==> config.mk <==
export PLATFORM = sky130hd
export DESIGN_NAME = fixed_length_frame_receiver
export DESIGN_NICKNAME = d
export VERILOG_FILES = /design/src/frx_pkg.sv /design/src/fixed_length_frame_receiver.sv /design/src/frx_ram.sv /design/src/frx_ctrl.sv /design/src/frx_dp.sv
export SDC_FILE = /design/constraint.sdc
export NUM_CORES = 1
export LEC_CHECK = 0
export ABC_AREA = 1
export BUFFER_PORTS_ARGS = -buffer_cell sky130_fd_sc_hd__clkbuf_2
export CAP_MARGIN = 10
export CORE_MARGIN = 2
export CORE_UTILIZATION = 30
export CTS_CLUSTER_SIZE = 25
export DETAILED_ROUTE_END_ITERATION = 6
export GPL_TIMING_DRIVEN = 0
export PLACE_DENSITY = 0.52
export RECOVER_POWER = 100
export SETUP_SLACK_MARGIN = 0.15
export SLEW_MARGIN = 10
export SYNTH_ARGS = -nofsm -noshare
export SYNTH_HDL_FRONTEND = slang
export SYNTH_HIERARCHICAL = 1
export SYNTH_SLANG_ARGS = --single-unit
==> constraint.sdc <==
create_clock -name clk -period 5.4 [get_ports clk]
set_input_delay 1.08 -clock clk [delete_from_list [all_inputs] [get_ports clk]]
set_output_delay 1.08 -clock clk [all_outputs]
set_load 0.05 [all_outputs]
==> src/frx_pkg.sv <==
// ----------------------------------------------------------------------------
// frx_pkg
// Shared types and constants for the fixed-length frame receiver.
// ----------------------------------------------------------------------------
package frx_pkg;

  localparam int FRAME_DEPTH = 64;
  localparam int ADDR_W      = $clog2(FRAME_DEPTH);
  localparam int CNT_W       = ADDR_W + 1;
  localparam int BYTE_W      = 8;
  localparam int LEN_W       = 7;
  localparam int POS_W       = 6;
  localparam int CMP_W       = ((CNT_W > LEN_W) ? CNT_W : LEN_W) + 1;
  localparam int CFG_IDX_W   = 2;

  localparam logic [CFG_IDX_W-1:0] CFG_FIRST_SYNC  = 2'd0;
  localparam logic [CFG_IDX_W-1:0] CFG_SECOND_SYNC = 2'd1;
  localparam logic [CFG_IDX_W-1:0] CFG_FRAME_LEN   = 2'd2;

  localparam logic [BYTE_W-1:0] FIRST_SYNC_RST  = 8'd170;
  localparam logic [BYTE_W-1:0] SECOND_SYNC_RST = 8'd85;
  localparam logic [LEN_W-1:0]  FRAME_LEN_RST   = 7'd16;

  typedef enum logic [2:0] {
    ST_SYNC1,
    ST_SYNC2,
    ST_BODY,
    ST_CHECK,
    ST_READ,
    ST_LOAD
  } state_t;

  // controller -> datapath
  typedef struct packed {
    logic start_frame;
    logic take_sync2;
    logic take_body;
    logic take_check;
    logic rd_issue;
    logic load_out;
  } cmd_t;

  // datapath -> controller
  typedef struct packed {
    logic is_sync1;
    logic is_sync2;
    logic overrun;
    logic body_done;
    logic sum_match;
    logic no_emit;
    logic emit_last;
    logic out_free;
  } status_t;

endpackage

==> src/fixed_length_frame_receiver.sv <==
// ----------------------------------------------------------------------------
// fixed_length_frame_receiver
// Preamble-synchronized fixed-length frame receiver with additive checksum.
// ----------------------------------------------------------------------------
// Usage:
//   Input channel (in_valid / in_stall / in_rx_byte) takes one received byte
//   per word. While parsing, in_stall is low and a byte is taken every cycle.
//   The block hunts for the first and second sync bytes, then stores bytes up
//   to the configured frame length, the last being an 8-bit wrapping sum of
//   all bytes before it.
//   On a checksum match the stored frame is replayed on the output channel
//   (out_valid / out_stall / out_frame_byte, out_byte_position,
//   out_last_byte), last byte flagged. On a mismatch, or with a zero length, nothing is sent.
//   Replay: after the checksum byte is taken, each word takes one frame-store
//   read and then one output register load before the next word's read starts.
//   in_stall stays high during replay and drops as the last word is loaded.
//   A stall on the output holds the current word and pauses the replay.
//   Configuration (cfg_valid / cfg_ready, cfg_index, cfg_data) is always
//   ready; index 0 first sync, 1 second sync, 2 frame length, others ignored.
//   Reset (rst_n low, synchronous) restores default sync bytes and length,
//   restarts the hunt and drops any pending output word.
// ----------------------------------------------------------------------------
module fixed_length_frame_receiver (
  input  logic                           clk,
  input  logic                           rst_n,
  input  logic                           cfg_valid,
  output logic                           cfg_ready,
  input  logic [frx_pkg::CFG_IDX_W-1:0]  cfg_index,
  input  logic [frx_pkg::BYTE_W-1:0]     cfg_data,
  input  logic                           in_valid,
  output logic                           in_stall,
  input  logic [frx_pkg::BYTE_W-1:0]     in_rx_byte,
  output logic                           out_valid,
  input  logic                           out_stall,
  output logic [frx_pkg::BYTE_W-1:0]     out_frame_byte,
  output logic [frx_pkg::POS_W-1:0]      out_byte_position,
  output logic                           out_last_byte
);

  import frx_pkg::*;

  cmd_t    cmd;
  status_t status;

  // sequencer: decides which byte role is taken and drives the replay
  frx_ctrl u_ctrl (
    .clk      (clk),
    .rst_n    (rst_n),
    .in_valid (in_valid),
    .in_stall (in_stall),
    .status   (status),
    .cmd      (cmd)
  );

  // storage, sum, compares and the output register
  frx_dp u_dp (
    .clk               (clk),
    .rst_n             (rst_n),
    .cfg_valid         (cfg_valid),
    .cfg_ready         (cfg_ready),
    .cfg_index         (cfg_index),
    .cfg_data          (cfg_data),
    .in_rx_byte        (in_rx_byte),
    .out_valid         (out_valid),
    .out_stall         (out_stall),
    .out_frame_byte    (out_frame_byte),
    .out_byte_position (out_byte_position),
    .out_last_byte     (out_last_byte),
    .cmd               (cmd),
    .status            (status)
  );

endmodule

==> src/frx_ram.sv <==
// ----------------------------------------------------------------------------
// frx_ram
// Generic single-write, single-read RAM with registered read data.
// ----------------------------------------------------------------------------
module frx_ram #(
  parameter int Width = 8,
  parameter int Depth = 64
) (
  input  logic                     clk,
  input  logic                     wr_en,
  input  logic [$clog2(Depth)-1:0] wr_addr,
  input  logic [Width-1:0]         wr_data,
  input  logic                     rd_en,
  input  logic [$clog2(Depth)-1:0] rd_addr,
  output logic [Width-1:0]         rd_data
);

  logic [Width-1:0] mem [Depth];

  always_ff @(posedge clk) begin
    if (wr_en) begin
      mem[wr_addr] <= wr_data;
    end
    if (rd_en) begin
      rd_data <= mem[rd_addr];
    end
  end

endmodule

==> src/frx_ctrl.sv <==
// ----------------------------------------------------------------------------
// frx_ctrl
// Parse and replay sequencer: preamble hunt, body capture, checksum test,
// then one RAM read and one output load per emitted word.
// ----------------------------------------------------------------------------
module frx_ctrl (
  input  logic              clk,
  input  logic              rst_n,
  input  logic              in_valid,
  output logic              in_stall,
  input  frx_pkg::status_t  status,
  output frx_pkg::cmd_t     cmd
);

  import frx_pkg::*;

  state_t state_r;
  state_t state_nxt;
  logic   in_fire;

  assign in_fire = in_valid && !in_stall;

  always_ff @(posedge clk) begin
    if (!rst_n) begin
      state_r <= ST_SYNC1;
    end else begin
      state_r <= state_nxt;
    end
  end

  always_comb begin
    state_nxt = state_r;
    unique case (state_r)
      ST_SYNC1: begin
        if (in_fire && status.is_sync1) begin
          state_nxt = ST_SYNC2;
        end
      end
      ST_SYNC2: begin
        if (in_fire) begin
          state_nxt = status.is_sync2 ? ST_BODY : ST_SYNC1;
        end
      end
      ST_BODY: begin
        if (in_fire) begin
          if (status.overrun) begin
            state_nxt = ST_SYNC1;
          end else if (status.body_done) begin
            state_nxt = ST_CHECK;
          end
        end
      end
      ST_CHECK: begin
        if (in_fire) begin
          state_nxt = (status.sum_match && !status.no_emit) ? ST_READ : ST_SYNC1;
        end
      end
      ST_READ: begin
        if (status.out_free) begin
          state_nxt = ST_LOAD;
        end
      end
      ST_LOAD: begin
        state_nxt = status.emit_last ? ST_SYNC1 : ST_READ;
      end
      default: state_nxt = ST_SYNC1;
    endcase
  end

  always_comb begin
    in_stall = 1'b1;
    cmd      = '0;
    unique case (state_r)
      ST_SYNC1: begin
        in_stall        = 1'b0;
        cmd.start_frame = in_fire;
      end
      ST_SYNC2: begin
        in_stall       = 1'b0;
        cmd.take_sync2 = in_fire && status.is_sync2;
      end
      ST_BODY: begin
        in_stall      = 1'b0;
        cmd.take_body = in_fire && !status.overrun;
      end
      ST_CHECK: begin
        in_stall       = 1'b0;
        cmd.take_check = in_fire;
      end
      ST_READ: begin
        cmd.rd_issue = status.out_free;
      end
      ST_LOAD: begin
        cmd.load_out = 1'b1;
      end
      default: in_stall = 1'b1;
    endcase
  end

endmodule

==> src/frx_dp.sv <==
// ----------------------------------------------------------------------------
// frx_dp
// Datapath: configuration registers, write pointer, running sum, frame
// store and the output word register.
// ----------------------------------------------------------------------------
module frx_dp (
  input  logic                           clk,
  input  logic                           rst_n,
  input  logic                           cfg_valid,
  output logic                           cfg_ready,
  input  logic [frx_pkg::CFG_IDX_W-1:0]  cfg_index,
  input  logic [frx_pkg::BYTE_W-1:0]     cfg_data,
  input  logic [frx_pkg::BYTE_W-1:0]     in_rx_byte,
  output logic                           out_valid,
  input  logic                           out_stall,
  output logic [frx_pkg::BYTE_W-1:0]     out_frame_byte,
  output logic [frx_pkg::POS_W-1:0]      out_byte_position,
  output logic                           out_last_byte,
  input  frx_pkg::cmd_t                  cmd,
  output frx_pkg::status_t               status
);

  import frx_pkg::*;

  logic [BYTE_W-1:0] sync1_r, sync1_nxt;
  logic [BYTE_W-1:0] sync2_r, sync2_nxt;
  logic [LEN_W-1:0]  len_r, len_nxt;
  logic [ADDR_W-1:0] wp_r, wp_nxt;
  logic [BYTE_W-1:0] sum_r, sum_nxt;
  logic [CNT_W-1:0]  n_r, n_nxt;
  logic [ADDR_W-1:0] idx_r, idx_nxt;
  logic              ovld_r, ovld_nxt;
  logic [BYTE_W-1:0] obyte_r, obyte_nxt;
  logic [POS_W-1:0]  opos_r, opos_nxt;
  logic              olast_r, olast_nxt;

  logic              wr_en;
  logic [ADDR_W-1:0] wr_addr;
  logic [BYTE_W-1:0] rd_data;
  logic [CMP_W-1:0]  len_ext;
  logic [CMP_W-1:0]  wp_ext;
  logic [CMP_W-1:0]  idx_ext;
  logic [CMP_W-1:0]  depth_ext;

  assign cfg_ready = 1'b1;

  assign len_ext   = CMP_W'(len_r);
  assign wp_ext    = CMP_W'(wp_r);
  assign idx_ext   = CMP_W'(idx_r);
  assign depth_ext = CMP_W'(FRAME_DEPTH);

  assign status.is_sync1  = (in_rx_byte == sync1_r);
  assign status.is_sync2  = (in_rx_byte == sync2_r);
  assign status.overrun   = (wp_r == ADDR_W'(FRAME_DEPTH - 1));
  // pointer after this byte, plus one, reaches the configured length
  assign status.body_done = ((wp_ext + CMP_W'(2)) >= len_ext);
  assign status.sum_match = (in_rx_byte == sum_r);
  assign status.no_emit   = (len_r == '0);
  assign status.emit_last = (({1'b0, idx_r} + CNT_W'(1)) == n_r);
  assign status.out_free  = !ovld_r || !out_stall;

  assign wr_en   = cmd.start_frame || cmd.take_sync2 || cmd.take_body || cmd.take_check;
  assign wr_addr = cmd.start_frame ? '0 : (cmd.take_sync2 ? ADDR_W'(1) : wp_r);

  frx_ram #(
    .Width (BYTE_W),
    .Depth (FRAME_DEPTH)
  ) u_store (
    .clk     (clk),
    .wr_en   (wr_en),
    .wr_addr (wr_addr),
    .wr_data (in_rx_byte),
    .rd_en   (cmd.rd_issue),
    .rd_addr (idx_r),
    .rd_data (rd_data)
  );

  always_comb begin
    sync1_nxt = sync1_r;
    sync2_nxt = sync2_r;
    len_nxt   = len_r;
    if (cfg_valid) begin
      unique case (cfg_index)
        CFG_FIRST_SYNC:  sync1_nxt = cfg_data;
        CFG_SECOND_SYNC: sync2_nxt = cfg_data;
        CFG_FRAME_LEN:   len_nxt   = cfg_data[LEN_W-1:0];
        default:         ;
      endcase
    end
  end

  always_comb begin
    wp_nxt    = wp_r;
    sum_nxt   = sum_r;
    n_nxt     = n_r;
    idx_nxt   = idx_r;
    ovld_nxt  = ovld_r && out_stall;
    obyte_nxt = obyte_r;
    opos_nxt  = opos_r;
    olast_nxt = olast_r;
    if (cmd.start_frame) begin
      wp_nxt  = '0;
      sum_nxt = in_rx_byte;
    end
    if (cmd.take_sync2) begin
      wp_nxt  = ADDR_W'(2);
      sum_nxt = sum_r + in_rx_byte;
    end
    if (cmd.take_body) begin
      wp_nxt  = wp_r + ADDR_W'(1);
      sum_nxt = sum_r + in_rx_byte;
    end
    if (cmd.take_check) begin
      // clamp the replay count to the store depth
      n_nxt   = (len_ext > depth_ext) ? CNT_W'(FRAME_DEPTH) : CNT_W'(len_ext);
      idx_nxt = '0;
    end
    if (cmd.load_out) begin
      ovld_nxt  = 1'b1;
      obyte_nxt = rd_data;
      opos_nxt  = idx_ext[POS_W-1:0];
      olast_nxt = ((idx_ext + CMP_W'(1)) == len_ext);
      idx_nxt   = idx_r + ADDR_W'(1);
    end
  end

  always_ff @(posedge clk) begin
    if (!rst_n) begin
      sync1_r <= FIRST_SYNC_RST;
      sync2_r <= SECOND_SYNC_RST;
      len_r   <= FRAME_LEN_RST;
      wp_r    <= '0;
      sum_r   <= '0;
      ovld_r  <= 1'b0;
    end else begin
      sync1_r <= sync1_nxt;
      sync2_r <= sync2_nxt;
      len_r   <= len_nxt;
      wp_r    <= wp_nxt;
      sum_r   <= sum_nxt;
      ovld_r  <= ovld_nxt;
    end
  end

  always_ff @(posedge clk) begin
    n_r     <= n_nxt;
    idx_r   <= idx_nxt;
    obyte_r <= obyte_nxt;
    opos_r  <= opos_nxt;
    olast_r <= olast_nxt;
  end

  assign out_valid         = ovld_r;
  assign out_frame_byte    = obyte_r;
  assign out_byte_position = opos_r;
  assign out_last_byte     = olast_r;

endmodule

==> results.md <==
* Number of flops mapped to enable cells by yosys at 548
* Synthesized area per cell at 11.0 µm²
* FF-to-FF Start: u_dp/sync2_r[5]
* Peak VDD IR at 0.190 mV
* CP Max Fanout at 44
* Max H-tree Level at 3
* Asr flop ratio synth at 0%
* CP required at approximately 5600 ps
* Vias in the first global route at 16900
* Worst-margin pin slew at 3690 ps
* Seq/Total Area, Yosys at slightly below 70%
* Max-Cap Viols at 2
* TritonCTS clock tree: done
* Share of cells above drive strength 1 at around 11%
* Pin count of the biggest net entering global routing at 65
* First-pass GRT wire length at approximately 110000 µm
* Final Cell Area at 29300 µm²
* Syn. warnings at 6
* Worst-Skew Late Latency at a little over 600 ps
* DR vias at 17900
* Clk sinks at 589
* P per Cell Area at 331 nW/µm²
* Pleak at 10.6 nW
* CTS root buffer: clkbuf_16
* Setup TNS at 0 ps
* Num CTS Buffers at 66
* Finish-stage setup viols at 0
* Avg Vias per Cell at 5.02
* FF+latch count, synth at between 500 and 600
* Final Hold Viols at 0
* Reg power frac at 51.9%
* CTS max path bufs at 3
* Clock edge transition at the registers on the reported setup and hold paths at about 50 ps
* # IOs at 41
* Post-Synthesis Cell Area at 25300 µm²
* Post-synth top area share at 65.1%
* DP HPWL at ~53000 µm
* Top post-synthesis cells by count: 747 x nand2_1, 548 x edfxtp_1, 467 x nand3_1
* Fin. max-slew vios at 111
* Cells on worst reg2reg path at 12
* Status: finished with violations
* Initial DRC count at 1927
* Final Skew at roughly 19 ps
* DR WL/cell at 21.4 µm
* Clock network fraction of total power at 44.5%
* Layout area overhead at 15.9%
* CP startpoint: in_rx_byte[5]
* Crit Path Category: input pin to register
* Flop2flop setup slack at 1210 ps
* Crit start category: input pin
* Slowest CP cell: nor2_2
* Row cnt at 106
* Failing checks: max-capacitance violations, max-slew violations
* Fmax at 0.198 GHz
* Min Tclk post-route at 5060 ps
* Cell taking the most area after synthesis: edfxtp_1
* # DRC at 0
* Crit end category: register
* Most common cell in the netlist: nand2_1
* Initial antenna violation count at 1
* Synthesized Nets at 2336
* Final period utilization at 93.7%
* Nets@finish at roughly 2500
* Die height at 294 µm
* Sw Pwr at just over 2 mW
* First-pass DRT Iterations at 5
* Part of the power in combinational logic at 3.6%
* GP Congestion at 0.890
* I/O Buffers at 39
* Largest cells by area after synthesis: edfxtp_1 65%, nand2_1 11%, nand3_1 9.3%
* RR Endpoint: u_dp/u_store/mem[26][2]
* Relative max-transition margin at -146%
* Post-synthesis cell type count at 39
* Mapped Cells at 2295
* RSZ-0062 raised after global routing: true
* CP Capture Point: u_dp/u_store/mem[26][2]
* Grt ovf at 0
* Die Wd at 294 µm
* Final WL at 76400 µm
* Worst hold slack at 415 ps
* Placed cell areas at ~27000 µm²
* Starting Density at 30.2%
* Final ANT Viol Nets at 0
* Top FF cell, synth: edfxtp_1
* Crit-path cells: clkbuf_4, buf_16, xnor2_1, nand4_1, nor4_1, inv_1, nor3_2, nor2_2, inv_2, nor2_4, nand2_1, clkbuf_1, nand4_1, nor2_2
* GRT Total Usage at 17.6%
* CP max stage delay at 730 ps
* Core area at 83600 µm²
* Critical Path AT at 5280 ps
* Worst min path class: register to register
* Total Power at 9.69 mW
* Design internal power at 7.65 mW
* Sw Ratio at 21.1%
* Total die area at 86600 µm²
* Antenna fix cells at 0
## worst max-delay path, delay by kind of cell
family / cells / cell delay, ps
xor gates and xnor gates: 1 / 160
buffers and inverters: 5 / 1350
and+or+nand+nor: 8 / 2580
## cell families (layout without fill, tap and decap cells)
group / Yosys count / after routing / synth area share, %
AOI/OAI and AO/OA: 65 / 65 / 1.37
xor gates and xnor gates: 28 / 28 / 0.971
and+or+nand+nor: 1394 / 1394 / 23.8
DFF: 589 / 589 / 68.4
other: 1 / 1 / 0.0148
adders and majority gates: 18 / 18 / 0.921
buffers and inverters: 200 / 393 / 4.56
## registers in the layout (all words and copies together), names as in the netlist, 3 cells and up
register                cells
u_dp/sync2_r                8
u_dp/sync1_r                8
u_dp/n_r                    7
u_dp/out_frame_byte         8
u_dp/idx_r                  6
u_dp/u_store/mem          512
u_ctrl/state_r              3
u_dp/len_r                  7
u_dp/out_byte_position      6
u_dp/u_store/rd_data        8
u_dp/sum_r                  8
u_dp/wp_r                   6
## power by group through the flow
| stage | Sequential (mW) | Combinational (mW) | Clock [mW] |
|---|---|---|---|
| 6_report | 5.03 | 0.345 | 4.31 |
| 5_1_grt | 5.03 | 0.381 | 4.59 |
| 4_1_cts | 5.03 | 0.348 | 4.40 |
| 3_5_place_dp | 5.13 | 0.340 | 0 |
| 3_3_place_gp | 5.13 | 0.309 | 0 |
| 2_1_floorplan | 5.12 | 0.164 | 0 |
## cell type report
| class | instances | area (µm²) |
|---|---|---|
| Fill cell | 8281 | 54300 |
| Timing Repair Buffer | 79 | 538 |
| Inverter | 77 | 294 |
| Clock inverter | 31 | 230 |
| Sequential cell | 589 | 17300 |
| Clock buffer | 83 | 1830 |
| Multi-Input combinational cell | 1506 | 6920 |
| Buffer | 123 | 855 |
| Tap cell | 1080 | 1350 |
## routing by layer
| metal | share of wire, % | track usage, % | wire length [µm] | vias up |
|---|---|---|---|---|
| met5 | 0.016 | 0 | 12 | - |
| met4 | 2.6 | 5.06 | 2010 | 2 |
| met3 | 7.3 | 3.10 | 5610 | 129 |
| met2 | 45 | 27.5 | 34700 | 704 |
| met1 | 45 | 24.8 | 34100 | 8816 |
| li1 | - | - | - | 8261 |
## worst min path at each step
stage,from,to,cells past startpoint
2_1_floorplan,u_dp/u_store/rd_data[0],u_dp/out_frame_byte[0],0
3_3_place_gp,u_dp/u_store/rd_data[0],u_dp/out_frame_byte[0],0
3_5_place_dp,u_dp/u_store/rd_data[7],u_dp/out_frame_byte[7],0
4_1_cts,u_dp/u_store/rd_data[7],u_dp/out_frame_byte[7],0
5_1_grt,u_dp/u_store/rd_data[0],u_dp/out_frame_byte[0],0
6_report,u_dp/u_store/rd_data[7],u_dp/out_frame_byte[7],0
## repair_timing
item,4_1_cts,5_1_grt
pin swaps,2,0
hold buffers,0,0
setup endpoints to repair,441,301
buffers inserted,4,19
resized for setup,58,19
## placed cells by master (no fill, tap or decap), types with 17 or more instances in the layout
| master | n |
|---|---|
| xnor2_1 | 17 |
| o21ai_0 | 26 |
| nand3_1 | 467 |
| nor2_1 | 106 |
| buf_6 | 35 |
| edfxtp_1 | 548 |
| dfxtp_1 | 41 |
| nand4_1 | 21 |
| clkbuf_16 | 71 |
| buf_4 | 19 |
| nand2_1 | 748 |
| ha_1 | 17 |
| clkbuf_2 | 20 |
| buf_2 | 38 |
| clkbuf_1 | 67 |
| a21oi_1 | 33 |
| inv_1 | 71 |
## metrics by stage
| stage | instances | setup slack (ps) | util [%] |
|---|---|---|---|
| 3_3_place_gp | 3414 | -2300 | 32.1 |
| 6_report | 3568 | 338 | 35.1 |
| 4_1_cts | 3549 | 97.7 | 35.3 |
| 5_1_grt | 3568 | 52.0 | 35.1 |
| 2_1_floorplan | 2295 | 1310 | - |
| 3_5_place_dp | 3431 | -981 | 32.5 |
(Power assumes the default switching activity.)
